<file path="src/sv/hrc_pkg.sv">
// shared types, constants and lookup functions for the http request classifier
package hrc_pkg;

    localparam int unsigned BUFFER_BYTES_DEFAULT = 2048;

    localparam logic [7:0] CH_NUL   = 8'h00;
    localparam logic [7:0] CH_SPACE = 8'h20;
    localparam logic [7:0] CH_CR    = 8'h0d;
    localparam logic [7:0] CH_LF    = 8'h0a;
    localparam logic [7:0] CH_QUERY = 8'h3f;
    localparam logic [7:0] CH_SLASH = 8'h2f;

    localparam logic [7:0] GET_LEN   = 8'd3;
    localparam logic [7:0] HEAD_LEN  = 8'd4;
    localparam logic [7:0] ROOT_LEN  = 8'd1;
    localparam logic [7:0] INDEX_LEN = 8'd11;
    localparam logic [7:0] POS_MAX   = 8'd255;

    localparam logic [15:0] NOT_FOUND_LEN = 16'd63;

    // verdict flag bits
    localparam logic [2:0] VF_BAD  = 3'b001;
    localparam logic [2:0] VF_GET  = 3'b010;
    localparam logic [2:0] VF_HEAD = 3'b100;

    typedef enum logic [1:0] {
        PH_METHOD = 2'd0,
        PH_TARGET = 2'd1,
        PH_QUERY  = 2'd2,
        PH_DONE   = 2'd3
    } phase_t;

    typedef enum logic [2:0] {
        ST_OK       = 3'd0,
        ST_BAD      = 3'd1,
        ST_NOTFOUND = 3'd2,
        ST_NOTIMPL  = 3'd3,
        ST_NOREQ    = 3'd4
    } status_t;

    // crlf crlf search progress
    typedef enum logic [1:0] {
        TP_NONE   = 2'd0,
        TP_CR     = 2'd1,
        TP_CRLF   = 2'd2,
        TP_CRLFCR = 2'd3
    } term_t;

    typedef struct packed {
        phase_t     phase;
        logic [7:0] pos;
        logic [1:0] mmatch;   // bit0 GET, bit1 HEAD still possible
        logic [1:0] tmatch;   // bit0 "/", bit1 "/index.html" still possible
        logic       tempty;
        term_t      term;
        logic [2:0] flags;
    } parse_state_t;

    typedef struct packed {
        status_t     status;
        logic        send_body;
        logic [15:0] body_length;
    } result_t;

    function automatic logic [7:0] get_char(input logic [1:0] idx);
        logic [7:0] ch;
        unique case (idx)
            2'd0:    ch = 8'h47; // G
            2'd1:    ch = 8'h45; // E
            2'd2:    ch = 8'h54; // T
            default: ch = 8'h00;
        endcase
        return ch;
    endfunction

    function automatic logic [7:0] head_char(input logic [1:0] idx);
        logic [7:0] ch;
        unique case (idx)
            2'd0: ch = 8'h48; // H
            2'd1: ch = 8'h45; // E
            2'd2: ch = 8'h41; // A
            2'd3: ch = 8'h44; // D
        endcase
        return ch;
    endfunction

    function automatic logic [7:0] index_char(input logic [3:0] idx);
        logic [7:0] ch;
        unique case (idx)
            4'd0:    ch = 8'h2f; // /
            4'd1:    ch = 8'h69; // i
            4'd2:    ch = 8'h6e; // n
            4'd3:    ch = 8'h64; // d
            4'd4:    ch = 8'h65; // e
            4'd5:    ch = 8'h78; // x
            4'd6:    ch = 8'h2e; // .
            4'd7:    ch = 8'h68; // h
            4'd8:    ch = 8'h74; // t
            4'd9:    ch = 8'h6d; // m
            4'd10:   ch = 8'h6c; // l
            default: ch = 8'h00;
        endcase
        return ch;
    endfunction

    function automatic logic is_delim(input logic [7:0] ch);
        return (ch == CH_NUL) || (ch == CH_SPACE) || (ch == CH_CR) || (ch == CH_LF);
    endfunction

    // a target prefix only matches if its length is exact
    function automatic logic [1:0] close_prefix(input logic [1:0] tm, input logic [7:0] pos);
        logic [1:0] r;
        r = tm;
        if (pos != ROOT_LEN) r[0] = 1'b0;
        if (pos != INDEX_LEN) r[1] = 1'b0;
        return r;
    endfunction

    function automatic logic [7:0] bump(input logic [7:0] pos);
        return (pos == POS_MAX) ? pos : pos + 8'd1;
    endfunction

endpackage

</file>
<file path="src/sv/hrc_verdict.sv">
// verdict logic: maps the final parse state to status and body fields
module hrc_verdict import hrc_pkg::*; (
    input  parse_state_t st,
    input  logic [15:0]  page_length,
    output result_t      res
);

    logic [2:0] flags;
    logic [1:0] tmatch;

    always_comb begin
        flags  = st.flags;
        tmatch = st.tmatch;
        if (st.phase == PH_METHOD) flags = VF_BAD;
        if (st.phase == PH_TARGET) tmatch = close_prefix(st.tmatch, st.pos);
        if (st.phase != PH_METHOD && st.tempty) flags = flags | VF_BAD;

        res.status      = ST_OK;
        res.send_body   = 1'b0;
        res.body_length = 16'd0;
        priority if ((flags & VF_BAD) != 3'd0) begin
            res.status = ST_BAD;
        end else if ((flags & (VF_GET | VF_HEAD)) == 3'd0) begin
            res.status = ST_NOTIMPL;
        end else if (tmatch != 2'd0) begin
            res.status      = ST_OK;
            res.body_length = page_length;
            res.send_body   = (flags & VF_GET) != 3'd0;
        end else begin
            res.status      = ST_NOTFOUND;
            res.body_length = NOT_FOUND_LEN;
            res.send_body   = (flags & VF_GET) != 3'd0;
        end
    end

endmodule

</file>
<file path="src/sv/hrc_parser.sv">
// per-connection parse state, byte step logic and terminator search
module hrc_parser import hrc_pkg::*; #(
    parameter int unsigned BUFFER_BYTES = BUFFER_BYTES_DEFAULT
) (
    input  logic        aclk,
    input  logic        aresetn,
    input  logic        step,
    input  logic [7:0]  byte_value,
    input  logic        connection_lost,
    input  logic [15:0] page_length,
    output logic        res_valid,
    output result_t     res
);

    localparam int unsigned CNT_W = $clog2(BUFFER_BYTES);
    localparam logic [CNT_W-1:0] CNT_LAST = CNT_W'(BUFFER_BYTES - 1);

    localparam parse_state_t ST_REARM = '{
        phase:  PH_METHOD,
        pos:    8'd0,
        mmatch: 2'b11,
        tmatch: 2'b11,
        tempty: 1'b1,
        term:   TP_NONE,
        flags:  3'd0
    };

    parse_state_t     st_reg, st_next, st_parsed;
    logic [CNT_W-1:0] cnt_reg, cnt_next, cnt_inc;
    logic             term_hit;
    logic             delim;
    result_t          verdict_res;

    hrc_verdict u_verdict (
        .st          (st_parsed),
        .page_length (page_length),
        .res         (verdict_res)
    );

    always_comb begin
        st_parsed = st_reg;
        delim     = is_delim(byte_value);
        term_hit  = 1'b0;

        unique case (st_reg.phase)
            PH_METHOD: begin
                if (delim) begin
                    if (byte_value != CH_SPACE) begin
                        st_parsed.flags = VF_BAD;
                        st_parsed.phase = PH_DONE;
                    end else begin
                        if (st_reg.mmatch[0] && st_reg.pos == GET_LEN)
                            st_parsed.flags = st_parsed.flags | VF_GET;
                        if (st_reg.mmatch[1] && st_reg.pos == HEAD_LEN)
                            st_parsed.flags = st_parsed.flags | VF_HEAD;
                        st_parsed.phase = PH_TARGET;
                        st_parsed.pos   = 8'd0;
                    end
                end else begin
                    if (st_reg.pos >= GET_LEN || get_char(st_reg.pos[1:0]) != byte_value)
                        st_parsed.mmatch[0] = 1'b0;
                    if (st_reg.pos >= HEAD_LEN || head_char(st_reg.pos[1:0]) != byte_value)
                        st_parsed.mmatch[1] = 1'b0;
                    st_parsed.pos = bump(st_reg.pos);
                end
            end
            PH_TARGET: begin
                if (delim) begin
                    st_parsed.tmatch = close_prefix(st_reg.tmatch, st_reg.pos);
                    st_parsed.phase  = PH_DONE;
                end else begin
                    st_parsed.tempty = 1'b0;
                    if (byte_value == CH_QUERY) begin
                        st_parsed.tmatch = close_prefix(st_reg.tmatch, st_reg.pos);
                        st_parsed.phase  = PH_QUERY;
                    end else begin
                        if (st_reg.pos >= ROOT_LEN || byte_value != CH_SLASH)
                            st_parsed.tmatch[0] = 1'b0;
                        if (st_reg.pos >= INDEX_LEN
                            || index_char(st_reg.pos[3:0]) != byte_value)
                            st_parsed.tmatch[1] = 1'b0;
                        st_parsed.pos = bump(st_reg.pos);
                    end
                end
            end
            PH_QUERY: begin
                if (delim) st_parsed.phase = PH_DONE;
            end
            PH_DONE: begin
            end
        endcase

        // crlf crlf search runs on every byte
        priority if (byte_value == CH_CR) begin
            st_parsed.term = (st_reg.term == TP_CRLF) ? TP_CRLFCR : TP_CR;
        end else if (byte_value == CH_LF) begin
            priority if (st_reg.term == TP_CR) begin
                st_parsed.term = TP_CRLF;
            end else if (st_reg.term == TP_CRLFCR) begin
                st_parsed.term = TP_NONE;
                term_hit       = 1'b1;
            end else begin
                st_parsed.term = TP_NONE;
            end
        end else begin
            st_parsed.term = TP_NONE;
        end

        cnt_inc = cnt_reg + CNT_W'(1);

        res       = verdict_res;
        res_valid = 1'b0;
        st_next   = st_parsed;
        cnt_next  = cnt_inc;
        if (connection_lost) begin
            res_valid       = 1'b1;
            res.status      = ST_NOREQ;
            res.send_body   = 1'b0;
            res.body_length = 16'd0;
            st_next         = ST_REARM;
            cnt_next        = '0;
        end else if (term_hit || cnt_inc == CNT_LAST) begin
            res_valid = 1'b1;
            st_next   = ST_REARM;
            cnt_next  = '0;
        end
    end

    always_ff @(posedge aclk) begin
        if (!aresetn) begin
            st_reg  <= ST_REARM;
            cnt_reg <= '0;
        end else if (step) begin
            st_reg  <= st_next;
            cnt_reg <= cnt_next;
        end
    end

endmodule

</file>
<file path="src/sv/http_request_classifier_top.sv">
// top level of the http request classifier: input register, parser, result register
//
// channel   dir  handshake          payload
// s_        in   s_valid/s_ready    s_byte_value[7:0], s_connection_lost
// m_        out  m_valid/m_ready    m_status[2:0], m_send_body, m_body_length[15:0]
// cfg_      in   cfg_valid/cfg_ready cfg_data[15:0] (page_length)
//
// one byte per cycle sustained while no verdict waits on a stalled m_: a beat is held in the input register, is
// parsed in one pass and its verdict, if any, lands in the result register
// from s_ accept to m_valid a beat passes the input register, then the result register
// aresetn is synchronous, active low; it clears page_length and re-arms the parser
// a stall on m_ only holds the input register while a verdict is still waiting
// cfg_ready is always high
module http_request_classifier_top import hrc_pkg::*; #(
    parameter int unsigned BUFFER_BYTES = BUFFER_BYTES_DEFAULT
) (
    input  logic        aclk,
    input  logic        aresetn,
    // request byte stream
    input  logic        s_valid,
    output logic        s_ready,
    input  logic [7:0]  s_byte_value,
    input  logic        s_connection_lost,
    // verdict stream
    output logic        m_valid,
    input  logic        m_ready,
    output logic [2:0]  m_status,
    output logic        m_send_body,
    output logic [15:0] m_body_length,
    // page length register
    input  logic        cfg_valid,
    output logic        cfg_ready,
    input  logic [15:0] cfg_data
);

    // input register
    logic        in_valid_reg;
    logic [7:0]  in_byte_reg;
    logic        in_lost_reg;

    // result register
    logic        out_valid_reg;
    result_t     out_res_reg;

    logic [15:0] page_length_reg;

    logic        fire;       // parser consumes the held beat
    logic        res_valid;
    result_t     res;

    // the held beat moves on when the result slot is free or being drained
    assign fire      = in_valid_reg && (!out_valid_reg || m_ready);
    assign s_ready   = !in_valid_reg || fire;
    assign cfg_ready = 1'b1;

    always_ff @(posedge aclk) begin
        if (!aresetn) begin
            in_valid_reg <= 1'b0;
        end else if (s_ready) begin
            in_valid_reg <= s_valid;
        end
    end

    // payload needs no reset
    always_ff @(posedge aclk) begin
        if (s_ready && s_valid) begin
            in_byte_reg <= s_byte_value;
            in_lost_reg <= s_connection_lost;
        end
    end

    always_ff @(posedge aclk) begin
        if (!aresetn) begin
            page_length_reg <= 16'd0;
        end else if (cfg_valid && cfg_ready) begin
            page_length_reg <= cfg_data;
        end
    end

    hrc_parser #(
        .BUFFER_BYTES (BUFFER_BYTES)
    ) u_parser (
        .aclk            (aclk),
        .aresetn         (aresetn),
        .step            (fire),
        .byte_value      (in_byte_reg),
        .connection_lost (in_lost_reg),
        .page_length     (page_length_reg),
        .res_valid       (res_valid),
        .res             (res)
    );

    // a beat with no verdict still frees the slot if it was being drained
    always_ff @(posedge aclk) begin
        if (!aresetn) begin
            out_valid_reg <= 1'b0;
        end else if (fire) begin
            out_valid_reg <= res_valid;
        end else if (m_ready) begin
            out_valid_reg <= 1'b0;
        end
    end

    always_ff @(posedge aclk) begin
        if (fire && res_valid) begin
            out_res_reg <= res;
        end
    end

    assign m_valid       = out_valid_reg;
    assign m_status      = out_res_reg.status;
    assign m_send_body   = out_res_reg.send_body;
    assign m_body_length = out_res_reg.body_length;

    // lost connection always yields a no-request verdict next cycle
    a_lost_gives_noreq: assert property (@(posedge aclk) disable iff (!aresetn)
        fire && in_lost_reg |=> m_valid && m_status == ST_NOREQ)
        else $error("lost connection did not give no-request verdict");

    // only 200 and 404 carry a body length or body
    a_no_body_on_error: assert property (@(posedge aclk) disable iff (!aresetn)
        m_valid && m_status != ST_OK && m_status != ST_NOTFOUND
        |-> !m_send_body && m_body_length == 16'd0)
        else $error("error verdict carries a body");

    a_notfound_length: assert property (@(posedge aclk) disable iff (!aresetn)
        m_valid && m_status == ST_NOTFOUND |-> m_body_length == NOT_FOUND_LEN)
        else $error("404 verdict with wrong body length");

    // a beat is never consumed while an untaken verdict waits
    a_no_overwrite: assert property (@(posedge aclk) disable iff (!aresetn)
        out_valid_reg && !m_ready |-> !fire)
        else $error("parser stepped over a pending verdict");

endmodule

</file>
<file path="config.mk">
export PLATFORM = sky130hd
export DESIGN_NAME = http_request_classifier_top
export DESIGN_NICKNAME = d
export VERILOG_FILES = /design/src/sv/hrc_pkg.sv /design/src/sv/hrc_verdict.sv /design/src/sv/hrc_parser.sv /design/src/sv/http_request_classifier_top.sv
export SDC_FILE = /design/constraint.sdc
export NUM_CORES = 1
export LEC_CHECK = 0
export CAP_MARGIN = 25
export CORE_MARGIN = 3
export CORE_UTILIZATION = 65
export CTS_BUF_LIST = sky130_fd_sc_hd__clkbuf_16
export DETAILED_ROUTE_END_ITERATION = 6
export DONT_BUFFER_PORTS = 1
export PLACE_DENSITY = 0.82
export SLEW_MARGIN = 20
export SYNTH_ARGS = -nofsm -noshare
export SYNTH_HDL_FRONTEND = slang
export SYNTH_SLANG_ARGS = --single-unit
</file>
<file path="constraint.sdc">
create_clock -name aclk -period 7.85 [get_ports aclk]
set_clock_uncertainty 0.1 [all_clocks]
set_input_delay 1.1775 -clock aclk [delete_from_list [all_inputs] [get_ports aclk]]
set_output_delay 1.1775 -clock aclk [all_outputs]
set_load 0.02 [all_outputs]
</file>
==> results of run 1 <==
## cell usage after synthesis (all sizes together) (3+ instances only)
cell	count	share of area, %
and4	4	0.75
nand2b	5	0.63
xnor2	12	2.1
o21ai	29	2.9
nor4	16	2.4
nand3	17	1.8
dfxtp	56	23
nor2	70	5.3
inv	23	1.7
nor3b	4	0.60
a211oi	7	1.1
nand2	43	3.2
ha	12	3.0
and2	13	1.7
a31o	3	0.70
a221oi	3	0.65
xor2	4	0.70
a22oi	7	1.1
a21o	8	1.2
clkbuf	20	1.5
o41ai	3	0.53
buf	18	1.9
a21oi	29	2.9
edfxtp	29	17
or4	3	0.53
nand3b	3	0.45
a311oi	3	0.53
o211ai	6	1.0
or3	6	0.75
nand4	13	1.8
nand4b	4	0.70
a31oi	17	2.3
nor4b	3	0.53
o31ai	3	0.45
mux2i	20	4.0
nor3	15	1.8
a22o	3	0.53
and3	6	0.75
## layout by cell type (no fill, tap or decap), drive strengths merged, types with 4 or more instances in the layout
cell and n:
a211oi 7, a21o 8, a21oi 29, a22oi 7
a31oi 17, and2 13, and3 6, and4 4
buf 4, clkbuf 9, clkinv 5, dfxtp 56
edfxtp 29, ha 12, inv 25, mux2i 20
nand2 43, nand2b 5, nand3 17, nand4 13
nand4b 4, nor2 70, nor3 15, nor3b 4
nor4 16, o211ai 6, o21ai 29, or3 6
xnor2 12, xor2 4
## metrics by stage
step                      cells  utilization [%]  setup WS, ns  hold slack, ns
after detailed placement    637             67.6          3.96           0.342
after CTS                   653             71.5          3.91           0.351
after global routing        654             71.7          3.53           0.372
after global placement      637             67.6          4.17           0.332
after floorplan             573                -          4.44           0.323
final                       654             71.7          3.83           0.354
## kinds of logic after synthesis
group / count (synthesis)
simple gates: 232
flops: 85
buf+inv: 62
fa+ha+maj: 12
mux: 22
other cells: 1
compound gates: 143
xor+xnor: 16
## worst reg2reg max path, stage by stage, from the launching register on
cell and delay [ns]:
dfxtp_1 0.38, ha_1 0.37, nand3b_1 0.25, nor4b_1 0.28, nor3_1 0.09, or4_4 0.56
nand2_1 0.38, o22ai_1 0.37, and2_1 0.30, inv_1 0.11, ha_1 0.19, inv_1 0.05
a311oi_1 0.24, a22o_1 0.18, a211oi_1 0.05
## final timing paths
check,to,start,slack (ns),cells after the start
setup / recovery,flop,u_parser.cnt_reg[0]$_SDFFE_PN0P_,3.83,14
hold / removal,u_parser.st_reg[8]$_SDFFE_PN1P_,u_parser.st_reg[8]$_SDFFE_PN1P_,0.35,2
setup reg to reg,flop,u_parser.cnt_reg[0]$_SDFFE_PN0P_,3.83,14
hold reg to reg,u_parser.st_reg[8]$_SDFFE_PN1P_,u_parser.st_reg[8]$_SDFFE_PN1P_,0.35,2
## area by class of cell
cell class | count | share of cell area [%]
flip-flops and latches | 85 | 37.9
well taps | 99 | 2.36
repair buffers | 4 | 0.643
clock buffers | 9 | 4.29
multi-input cells | 426 | 51.9
clock inverters | 7 | 1.14
inverters | 24 | 1.71
## power by group through the flow
stage	Combinational (mW)	Clock (mW)	Sequential, mW
3_5_place_dp	0.0717	0	0.500
4_1_cts	0.0724	0.409	0.490
5_1_grt	0.0815	0.428	0.493
3_3_place_gp	0.0692	0	0.499
2_1_floorplan	0.0636	0	0.492
6_report	0.0742	0.410	0.491
## metal layers
| layer | global-route usage [%] | routed length, um | vias up | part of all wire (%) |
|---|---|---|---|---|
| met5 | 0 | 0 | - | 0 |
| met4 | 13.6 | 473 | 0 | 3.6 |
| met3 | 6.60 | 1140 | 48 | 8.7 |
| met2 | 48.5 | 6250 | 253 | 47 |
| met1 | 40.1 | 5300 | 2121 | 40 |
| li1 | - | - | 2068 | - |
==> results.md, run 1 <==
Outcome:
- The flow ran to the end, and the final reports show no timing, DRC or antenna violations.

Synth:
- The post-synthesis cell count is 573.
- The multiplexer area fraction after synthesis is 4.47%.
- The portion of the post-synthesis area used by sequential elements is 40.0%.
- Among all flip-flop cells after synthesis, the most frequent one is dfxtp_1.
- The number of warning messages in the yosys log is 0.
- The adder-cell share of the synthesized area is 3.02%.
- The simple-gate area share of the yosys netlist is 24.8%.
- In this run the cell area of the synthesized design comes to 0.00498 mm2.
- The synthesized area per cell is 8.69 um2.
- The fraction of the mapped netlist area in compound gates is 19.6%.
- Yosys mapped a number of flops with a built-in enable equal to 29.
- In this run, synthesis produced a sequential element count of 85.
- In the synthesized netlist the async set-or-reset flop fraction comes to 0%.
- The number of unique standard cell types used by synthesis is 78.
- By area, the combinational part of the netlist is dominated by simple AND/OR/NAND/NOR gates.
- Synthesis produced a netlist with a net count of 615.
- The parity-gate share of the synthesized area counting xor and xnor cells is 2.81%.

Layout:
- The diode insertion count for antenna repair is 0.
- The area overhead of the layout relative to synthesis is 5.53%.
- Summing all flip-flop and latch instances after layout gives 0.00199 mm2.
- The summed area of non-filler cells in the final layout is 0.00525 mm2.
- The area of the multi-input gates is 0.00273 mm2.
- The layout filler cell count is 547.
- At the end of the flow, the number of nets in the layout was 592.
- The register with the most flip-flops in the layout has 20 of them.
- The post-route netlist has 7.39% of its cells at a drive strength greater than 1.

Place:
- The number of port buffers is 0.
- The global placer's final weighted congestion is 1.04.
- Detailed placement ended at an HPWL of 9.28 mm.
- After detailed placement, the total cell area comes to 0.00496 mm2.

Timing:
- The post-route minimum period is 4.02 ns.
- The post-route clock period utilization is 51.1%.
- The slew at the pin closest to its max-slew limit is 0.980 ns.
- The final max-slew violation count is 0.
- Timing would allow up to 249 MHz.
- Setup repair after global routing left no endpoint under its margin.
- The count of endpoints failing hold in the final timing report is 0.
- Setup violations remaining at the end of the flow were counted as 0.
- Measured against its own limit, the worst slew margin works out to 34.0%.
- In the final timing run, aggregate negative setup slack is 0 ns.

CTS:
- The post-CTS setup repair buffer count is 0.
- TritonCTS built the clock tree.
- After clock tree synthesis, the clock-pin slew on the worst setup and hold paths is 0.06 ns.
- The number of clock sinks seen by CTS is 85.
- Hold repair after CTS inserted 0 buffers.
- The root buffer cell chosen for the clock tree is clkbuf_16.
- The maximum buffer depth of the clock tree is 2.
- The H-tree generated during clock tree synthesis spans 3 levels.
- The number of buffers created by CTS is 9.
- The number of cells upsized or downsized after cts is 0.
- The later pin in the worst-skew pair is clocked with a latency of 0.35 ns.

Routing:
- The total iterations of the first detailed-routing run is 5.
- The vias per cell is 6.87.
- The detailed router finished its first iteration with 496 violations.
- Dividing the detail-routed wire length by the instance count gives 20.1 um.
- The antenna violation net count after detailed routing is 0.
- For this block, the via count after detailed routing is 4490.
- The final layout contains routed wiring with a total length of 13.2 mm.
- The number of remaining DRC errors is 0.

Pwr:
- The completed layout was analyzed and its total power is 0.975 mW.
- The reported leakage power is 1.91 nW.
- The part of the total power dissipated in combinational logic is 7.6%.
- Per report_power, the clock group accounts for 42.1% of the total.
- The sequential power share is 50.3%.
- For this design the ratio of total power to cell area is 186 mW/mm2.
- The net switching share of the total power is 26.4%.
- Across the VDD grid, the largest voltage drop is 132 uV.
- The power spent charging and discharging nets is 0.257 mW.
- Cell internal power was estimated by the tool at 0.718 mW.

Die:
- The initial utilization of the core area, before any placement, comes to 67.9%.
- The core area is 0.00733 mm2.
- The number of rows in the core area is 31.
- The die outline area is 0.00875 mm2.
- Pin placement for this block handled 53 I/O pins.
- The floorplan step set the die width to 93.5 um.
- The height of the die is 93.5 um.

Global route:
- For this run the aggregate overflow at the end of global routing stands at 0.
- The number of global-route vias before repair is 4115.
- Entering global routing, the biggest net connects 46 pins.
- The number of antenna violations at the first check in global routing is 0.
- The first global-routing pass estimated 20.9 mm of wire.
- Across every metal layer, demand over resource in global routing totals 30.6%.

Critical path:
- The critical path is of the reg -> reg type.
- The worst-path maximum fanout is 14.
- The kind of launch point of the worst setup path is a flop.
- The type of destination of the critical path is a flop.
- The critical path's largest stage delay is 0.56 ns.
- The critical path goes through ha_1 > nand3b_1 > nor4b_1 > nor3_1 > or4_4 > nand2_1 > o22ai_1 > and2_1 > inv_1 > ha_1 > inv_1 > a311oi_1 > a22o_1 > a211oi_1.
- The signal arrival time at the worst endpoint is 4.14 ns.
- The slowest stage of the critical path belongs to the cell or4_4.
- For the worst setup path, the data required time is 7.98 ns.
- The family of cells with the greatest summed delay on the critical path is simple AND/OR/NAND/NOR gates.
- The total buffers and inverters traversed by the critical path is 2.

Hold path:
- The type of the most critical hold path is reg -> reg.

Job:
- The number of max-capacitance violations reported is 0.
No activity file was read; power rests on OpenSTA's default activity.
==> run 2, diff against run 1 <==
--- a/config.mk
+++ b/config.mk
@@ -7,11 +7,11 @@
 export LEC_CHECK = 0
 export CAP_MARGIN = 25
 export CORE_MARGIN = 3
-export CORE_UTILIZATION = 65
+export CORE_UTILIZATION = 58
 export CTS_BUF_LIST = sky130_fd_sc_hd__clkbuf_16
 export DETAILED_ROUTE_END_ITERATION = 6
 export DONT_BUFFER_PORTS = 1
-export PLACE_DENSITY = 0.82
+export PLACE_DENSITY = 0.77
 export SLEW_MARGIN = 20
 export SYNTH_ARGS = -nofsm -noshare
 export SYNTH_HDL_FRONTEND = slang
==> constraint.sdc (replaced) <==
create_clock -name aclk -period 3.4 [get_ports aclk]
set_clock_uncertainty 0.1 [all_clocks]
set_input_delay 0.51 -clock aclk [delete_from_list [all_inputs] [get_ports aclk]]
set_output_delay 0.51 -clock aclk [all_outputs]
set_load 0.02 [all_outputs]
==> run 2 against run 1 <==
Against the previous run:
- combinational power grew to 2.8 times the previous value
- non-clock buffer count is 43 higher
- sequential power is 130% higher
- worst hold slack worse by 0.20 ns
- register-to-register slack worse by 3.7 ns
- die area is 11% higher
- largest power group unchanged
- sequential cell count stayed put
- first-iteration DRC count is 45% lower
- via count is 1.5% higher
==> results.md, run 2 (same netlist as run 1, synthesis figures left out) <==
CTS:
- TritonCTS created 9 clock buffers.
- The clock input transition at the sequential cells of the worst setup and hold paths is 0.08 ns.
- The maximum level of the CTS H-tree is 3.
- The later-pin clock latency in the skew report is 0.34 ns.
- The clock passes through at most 2 buffers.
- The number of hold buffers added after cts is 0.
- For this design, the sink count on the clock tree is 85.
- The cell sitting at the root of the clock tree is a clkbuf_16.
- The TritonCTS clock tree is built.

Timing:
- Summed over all failing endpoints, the final setup total negative slack is 0 ns.
- Setup violations remaining at the end of the flow were counted as 0.
- After layout, the minimum clock period comes to 3.31 ns.
- The final critical-path setup slack is 0.0908 ns.
- The post-route clock period utilization is 97.3%.
- The count of endpoints failing hold in the final timing report is 0.
- Timing would allow up to 302 MHz.
- Setup repair after global routing could not meet its margin everywhere.
- The worst pin sits at a relative slew slack of 55.9%.
- At the pin with the least slew margin, the transition time is 0.661 ns.
- The final max-slew violation count is 0.

Layout:
- The number of nets in the final layout is 635.
- From synthesis to final layout, the design area changed by 13.9%.
- Cells with a size suffix above 1 make up 15.9% of the layout.
- The layout filler cell count is 699.
- Once layout is complete, the cells apart from fillers number 703.
- Leaving out fill and tap cells, the most frequent cells in the layout are nor2_1, dfxtp_1, buf_4.
- The most common library cell in the layout ignoring fill and taps is nor2_1.
- The diode insertion count for antenna repair is 0.
- The fraction of the core area covered by cells at the end of the flow is 68.7%.
- The register with the most flip-flops in the layout has 20 of them.

Pwr:
- In this run, the combinational gates consume 8.8% of the power.
- The sequential power share is 48.2%.
- The total power density per cell area is 413 mW/mm2.
- The design draws 2.34 mW.
- The power spent charging and discharging nets is 0.645 mW.
- The net switching share of the total power is 27.6%.
- The worst ir drop on vdd is 323 uV.
- In this run, the clock network consumes 43.0% of the power.
- Summed over all cells, the static leakage comes to 2.13 nW.
- The internal power of the cells totals 1.69 mW.

Place:
- The number of port buffers is 0.
- Summed over all nets, the half-perimeter wirelength after detailed placement is 10.3 mm.
- OpenSTA, run right after detailed placement, puts the worst setup slack at 0.131 ns.
- The congestion estimate from routability-driven global placement came to 0.975.
- The placed instance count is 681.

Critical path:
- The most numerous cell type found on the critical path is nor4_1.
- The number of buffers and inverters on the critical path is 0.
- On the critical path, the stage with the largest delay is an instance of or4_1.
- The critical path's largest stage delay is 0.68 ns.
- The reg-to-reg setup timing slack is 0.09 ns.
- For the worst setup path, the data arrival time is 3.33 ns.
- The critical path is of the reg -> reg type.
- The cell family contributing the most delay on the critical path is simple AND/OR/NAND/NOR gates.
- The worst-path maximum fanout is 11.
- The data required time of the critical path is 3.42 ns.
- Traced cell by cell, the critical path runs through or4_1 > nor4_1 > o221ai_1 > a22o_1 > or2_1 > nor4_1.
- The worst setup path is captured at a flop.
- The kind of launch point of the worst setup path is a flop.

Routing:
- In this run the remaining antenna-violating nets after routing total 0.
- The first detailed-routing pass ran for 5 iterations.
- The number of remaining DRC errors is 0.
- Summed over all layers, the routed wires come to 14.3 mm.
- The detailed router finished its first iteration with 275 violations.
- The routed layout has 4557 vias.
- The vias per cell is 6.48.
- The detailed-route wire length per cell is 20.4 um.

Global route:
- Global routing finished with a remaining overflow of 0.
- The global-route wire length before repair is 22.7 mm.
- The number of global-route vias before repair is 4364.
- Entering global routing, the biggest net connects 45 pins.
- The number of antenna violations at the first check in global routing is 0.
- The global router's overall resource usage is 29.5%.

Die:
- From left edge to right edge, the die measures 98.7 um.
- After floorplanning, the core was divided into 33 placement rows.
- For this design the top-level I/O count stands at 53.
- The region available for standard cell placement spans 0.00826 mm2.
- The die outline area is 0.00973 mm2.
- The height of the die is 98.7 um.
- The initial standard-cell utilization of the core is 60.3%.

Job:
- Max-cap violations in this run came to 0.

Hold path:
- The tightest min-delay check is of the in -> reg type.

Outcome:
- The run finished with clean final reports.
-- run 2: changes by cell type in the layout (fill, tap and decap cells not counted), moves of 2 or more --
cell	previous run	this run
buf_4	3	47
clkinv_2	2	0
clkinv_4	1	3
ha_1	12	10
ha_2	0	2
inv_6	2	0
inv_8	0	2
nor3b_1	4	2
nor3b_2	0	2
-- run 2: power groups by stage --
stage	sequential (mW)	combinational, mW	clock (mW)
after global placement	1.15	0.188	0
after global routing	1.13	0.226	1.04
after detailed placement	1.15	0.193	0
final	1.13	0.206	1.01
after floorplan	1.14	0.147	0
after CTS	1.12	0.196	1.01
-- run 2: cell type report --
| type | count | area [um2] | area share [%] |
|---|---|---|---|
| multi-input combinational | 426 | 2800 | 49.3 |
| sequential | 85 | 1990 | 35.2 |
| timing repair buffer | 47 | 353 | 6.22 |
| clock buffer | 9 | 225 | 3.97 |
| tap | 105 | 131 | 2.32 |
| inverter | 24 | 90.1 | 1.59 |
| clock inverter | 7 | 81.3 | 1.43 |
-- run 2: repair_timing --
action / in CTS / in global routing
setup endpoints to repair: 0 / 20
hold endpoints to repair: 0 / 0
gates resized for setup: 0 / 15
setup buffers: 0 / 6
-- run 2: worst register-to-register path: cells and delay by family, from the launching register on --
kind	cells	cell delay (ns)
AOI/OAI and AO/OA	2	0.55
DFF	1	0.40
and+or+nand+nor	4	2.05
-- run 2: stage by stage --
| stage | hold WS [ns] | instance area (um2) |
|---|---|---|
| final | 0.153 | 5670 |
| after global routing | 0.150 | 5670 |
| after CTS | 0.150 | 5560 |
| after detailed placement | 0.338 | 5250 |
| after global placement | 0.331 | 5250 |
| after floorplan | 0.323 | 4980 |
-- run 2: worst paths after layout --
| path | startpoint | endpoint | cells past startpoint |
|---|---|---|---|
| min reg2reg | u_parser.st_reg[9]$_SDFFE_PN1P_ | u_parser.st_reg[9]$_SDFFE_PN1P_ | 2 |
| max reg2reg | u_parser.st_reg[14]$_SDFFE_PN0P_ | m_body_length[13]$_SDFFCE_PP0P_ | 6 |
| min | aresetn | flop | 1 |
| max | u_parser.st_reg[14]$_SDFFE_PN0P_ | m_body_length[13]$_SDFFCE_PP0P_ | 6 |
-- run 2: metal layers --
layer	global-route usage, %	routed length (um)	up-vias
li1	-	-	2153
met1	39.3	5960	2158
met2	48.4	7000	212
met3	5.66	997	34
met4	10.1	359	0
met5	0	0	-
